==> config.mk <==
export PLATFORM = sky130hd
export DESIGN_NAME = stftm_ram
export DESIGN_NICKNAME = d
export VERILOG_FILES = /design/src/rtl/stftm_ram.sv
export SDC_FILE = /design/constraint.sdc
export NUM_CORES = 2
export LEC_CHECK = 0
export ABC_AREA = 1
export BUFFER_PORTS_ARGS = -buffer_cell sky130_fd_sc_hd__buf_2
export CAP_MARGIN = 20
export CORE_MARGIN = 2
export CORE_UTILIZATION = 40
export DETAILED_ROUTE_END_ITERATION = 16
export GPL_TIMING_DRIVEN = 1
export PLACE_DENSITY_LB_ADDON = 0.1
export SYNTH_ARGS = -nofsm -noshare
export SYNTH_HDL_FRONTEND = slang
export SYNTH_SLANG_ARGS = --single-unit
==> constraint.sdc <==
create_clock -name clk -period 2.6 [get_ports clk]
set_input_delay 0.26 -clock clk [delete_from_list [all_inputs] [get_ports clk]]
set_output_delay 0.26 -clock clk [all_outputs]
set_load 0.03 [all_outputs]
==> src/rtl/stftm_ram.sv <==
// Generic single-write, single-read RAM with registered read data
`timescale 1ns / 1ps
`default_nettype none
module stftm_ram #(
    parameter int WIDTH = 16,
    parameter int DEPTH = 128
) (
    input  wire logic                     clk,
    input  wire logic                     we,
    input  wire logic [$clog2(DEPTH)-1:0] waddr,
    input  wire logic [WIDTH-1:0]         wdata,
    input  wire logic [$clog2(DEPTH)-1:0] raddr,
    output logic      [WIDTH-1:0]         rdata
);

    logic [WIDTH-1:0] mem [DEPTH];

    always_ff @(posedge clk)
    begin
        if (we)
        begin
            mem[waddr] <= wdata;
        end
        rdata <= mem[raddr];
    end

endmodule
`default_nettype wire

* After elaboration in Yosys (flattened, before gate mapping)
Memories as Yosys holds them, arrays and structs flattened. A register that Yosys moved wholly into a read port is not among the register bits.
Index checks and enable logic that the tools add are counted.
** Cells by class
- Muxes and demuxes :: 2
** Operators by type and width (number)
- 1-bit two-way mux :: 2
** Storage, ports and cells
- Register bits after elaboration :: 0
- Bits in writable memories :: 2048
- Input bits :: 32
- Output and inout port bits :: 16
- Logic and storage cells :: 3
- Memories kept :: 1
** Memory list
- mem :: depth 128, width 16, read ports 1, clocked after memory_dff 1, wr ports 1, line 16 : logic [WIDTH-1:0] mem [DEPTH];

* Longest topological paths before layout
- Depth after elaboration :: 2
- Mapped depth :: 13
- Depth with buffers taken out :: 9

* Least setup slack after synthesis
Ideal clock, no wire load.
- Kind :: in2reg
- Start point :: input we
- End point :: memory mem[105][0] (enable)
- Library setup time :: 0.388 ns
- Data arrival time :: 1.576 ns
- Data required time :: 2.212 ns
- Setup slack :: 0.635 ns
- Stages on the path :: 4
- Path buffers :: 2
- Path through :: clkbuf_1 nand2_1 clkbuf_1 nor2_1
** On the way
- Longest elaborated chain between the ends :: 2
** RTL lines
- start: declaration :: line 9 : input wire logic we,
- 1-bit two-way mux :: line 20 : if (we)
- 1-bit two-way mux (not written as such) :: line 22 : mem[waddr] <= wdata;
- end: declaration :: line 16
Every way passes these cells.

* Worst setup path in the final report
- Start point :: register rdata[10] (read register of mem)
- End point :: output rdata[10]
** RTL lines
- start: declaration :: line 13 : output logic [WIDTH-1:0] rdata
No word-level cell between the ends.

==> results.txt <==
CP peak stage delay = 0.66 ns
Crit path DAT = 1.83 ns
Remaining Overflow, GRT = 0
R2R Path End = rdata[10]
Post-synthesis xor/xnor area fraction = 0
Pre-Repair DR Iteration Count = 10
Worst Setup EP = rdata[10]
Post-synthesis compound-gate area fraction = 0
TNS Setup = 0 ns
Period Utilization, post-route = 0.802
Antenna viol nets, final = 0
CP top delay family = flip-flops
Hold Crit Class = in2reg
Worst-path cell chain = buf_2
Largest area contributor in the netlist = edfxtp_1
Clk Latency, worst-skew pair = 0.85 ns
Max Slew Vio Count = 0
Relative slew slack = 0.380
Max Freq = 480 MHz
Post-synthesis instance area = 82800 um^2
FF-to-FF path depth = 8
Area share of the leading cell type in the synthesized netlist = 0.742
Layout fillers = 18474
Post-Syn Nets = 6825
Fin nets = 7089
Register bit total from synthesis = 2064
Flop2flop setup slack = 0.70 ns
Initial antenna violation count = 13
Global-route wire length before repair = 373000 um
Post-DP Area = 89400 um^2
DIE WIDTH = 459 um
Ports = 48
Total Power = 0.0715 W
Maxcap violations = 0
Synth Area in Adders = 0
Status = complete, no violations
Number of setup violations in the final report = 0
Tmin final = 2.09 ns
Gr usage total = 0.244
Reg2reg start = mem[27][10]
# rows = 167
TritonCTS buffer count = 220
Area growth syn-to-layout = 16.2%
Wire per inst = 26.0 um
Clk sinks = 2064
Synth Instances = 6793
Syn_area_per_cell = 12.2 um^2
Layout cells sized above 1 = 0.107
Chip height = 459 um
Fin area = 96300 um^2
CP max stage cell = dfxtp_1
Hold Crit Start = waddr[0]
Crit-path max FO = 2
Largest family of logic cells by synthesized area = simple AND/OR/NAND/NOR gates
Worst-path clk slew = 0.06 ns
Detailed-route wire length = 259000 um
Fin. Hold Viols = 0
Placed cell count = 9522
Simple-Gate Fraction of Synth Area = 0.223
Worst Path Buf+Inv = 1
Clock Path Buffers = 3
Worst VDD drop = 0.734 mV
Max H-tree Level = 4
Core area = 206000 um^2
Post-Layout Cell Count = 9944
Commonest non-fill, non-tap cell in the layout = nand2_1
Top post-synthesis cells by area = edfxtp_1, nand3_1, nand2_1
Yosys cell types = 15
Pwr per Cell Area = 742 nW/um^2
RSZ-0062 raised after global routing = no
LEAKAGE = 33.7 nW
Largest net degree at the start of global routing = 71
Final Wtd Congestion = 0.824
Mux contribution to synthesized area = 0
Root buffer cell = clkbuf_16
Number of buffers added on ports = 47
Worst setup path start = rdata[10]
Die ar. = 211000 um^2
Vias in the first global route = 51555
Critical Path Sink Type = output pin
Vias per inst = 5.43
Drc violations = 0
Post-DP HPWL = 152000 um
Resized Gates After CTS = 0
Yosys warnings = 0
DR vias = 54005
Slew @ Worst Pin = 0.930 ns
CTS tree = built
CP Launch Type = flip-flop
Critical path depth in cells = 1
Initial DRC Count = 5138
Initial Util = 0.401
Most frequent cells in the layout = nand2_1, edfxtp_1, nand3_1
Seq/Total Area, Yosys = 0.746
Worst EP required = 2.34 ns
CP Class = reg2out
Final setup skew = 0.0468 ns
[Yosys cell counts, drive strengths merged]
cell and instances:
nand2 2087, nor3 8, buf 376, nand3 2019, dfxtp 16, edfxtp 2048
clkbuf 81, nor2 134, inv 24
[state kept, by name (all words and copies together), names as in the netlist]
name,count
mem,2048
rdata,16
[kinds of logic after synthesis]
kind of cell / count (synthesis)
buffers and inverters: 481
AND/OR/NAND/NOR: 4248
flip-flops: 2064
[report_power, final]
part / total, W / leakage [nW] / internal [W] / switching, W
Clock: 0.0298 / 3.24 / 0.0170 / 0.0128
Sequential: 0.0368 / 18.5 / 0.0367 / 0.0000767
Combinational: 0.00491 / 12.0 / 0.00133 / 0.00359
Total: 0.0715 / 33.7 / 0.0550 / 0.0165
[repair_timing]
action / in CTS / in global routing
hold endpoints to repair: 761 / 0
hold buffers: 17 / 0
setup buffers: 0 / 0
setup endpoints to repair: 0 / 0
[through the flow]
stage,worst slack [ns],hold slack (ns),util
global placement,-0.186,0.704,0.433
detailed placement,-0.196,0.702,0.433
floorplan,0.635,0.359,-
global route,0.516,0.184,0.466
finish,0.515,0.166,0.466
CTS,0.416,0.0926,0.466
[worst min-delay path by stage]
stage	to	slack, ns	cells after the start
after floorplan	mem[0][0]	0.36	0
after global placement	rdata[0]	0.70	1
after detailed placement	rdata[5]	0.70	1
after CTS	mem[86][9]	0.09	5
after global routing	rdata[8]	0.18	5
final	mem[86][7]	0.17	5
[per-layer routing]
layer,share of wire,GRT usage,up-vias,routed length (um)
met3,0.060,0.0326,357,15600
met4,0.030,0.0812,2,7850
met1,0.44,0.351,27058,115000
li1,-,-,24848,-
met5,0.000050,0,-,13
met2,0.47,0.383,1740,121000
[cell type report]
type | instances | area [um^2] | area share
sequential | 2064 | 61800 | 0.642
multi-input combinational | 4248 | 18500 | 0.192
clock buffer | 290 | 5850 | 0.0608
timing repair buffer | 499 | 5690 | 0.0591
tap | 2704 | 3380 | 0.0351
clock inverter | 105 | 855 | 0.00888
inverter | 24 | 126 | 0.00131
antenna | 10 | 25.0 | 0.000260
No activity file was read; power rests on OpenSTA's default activity.
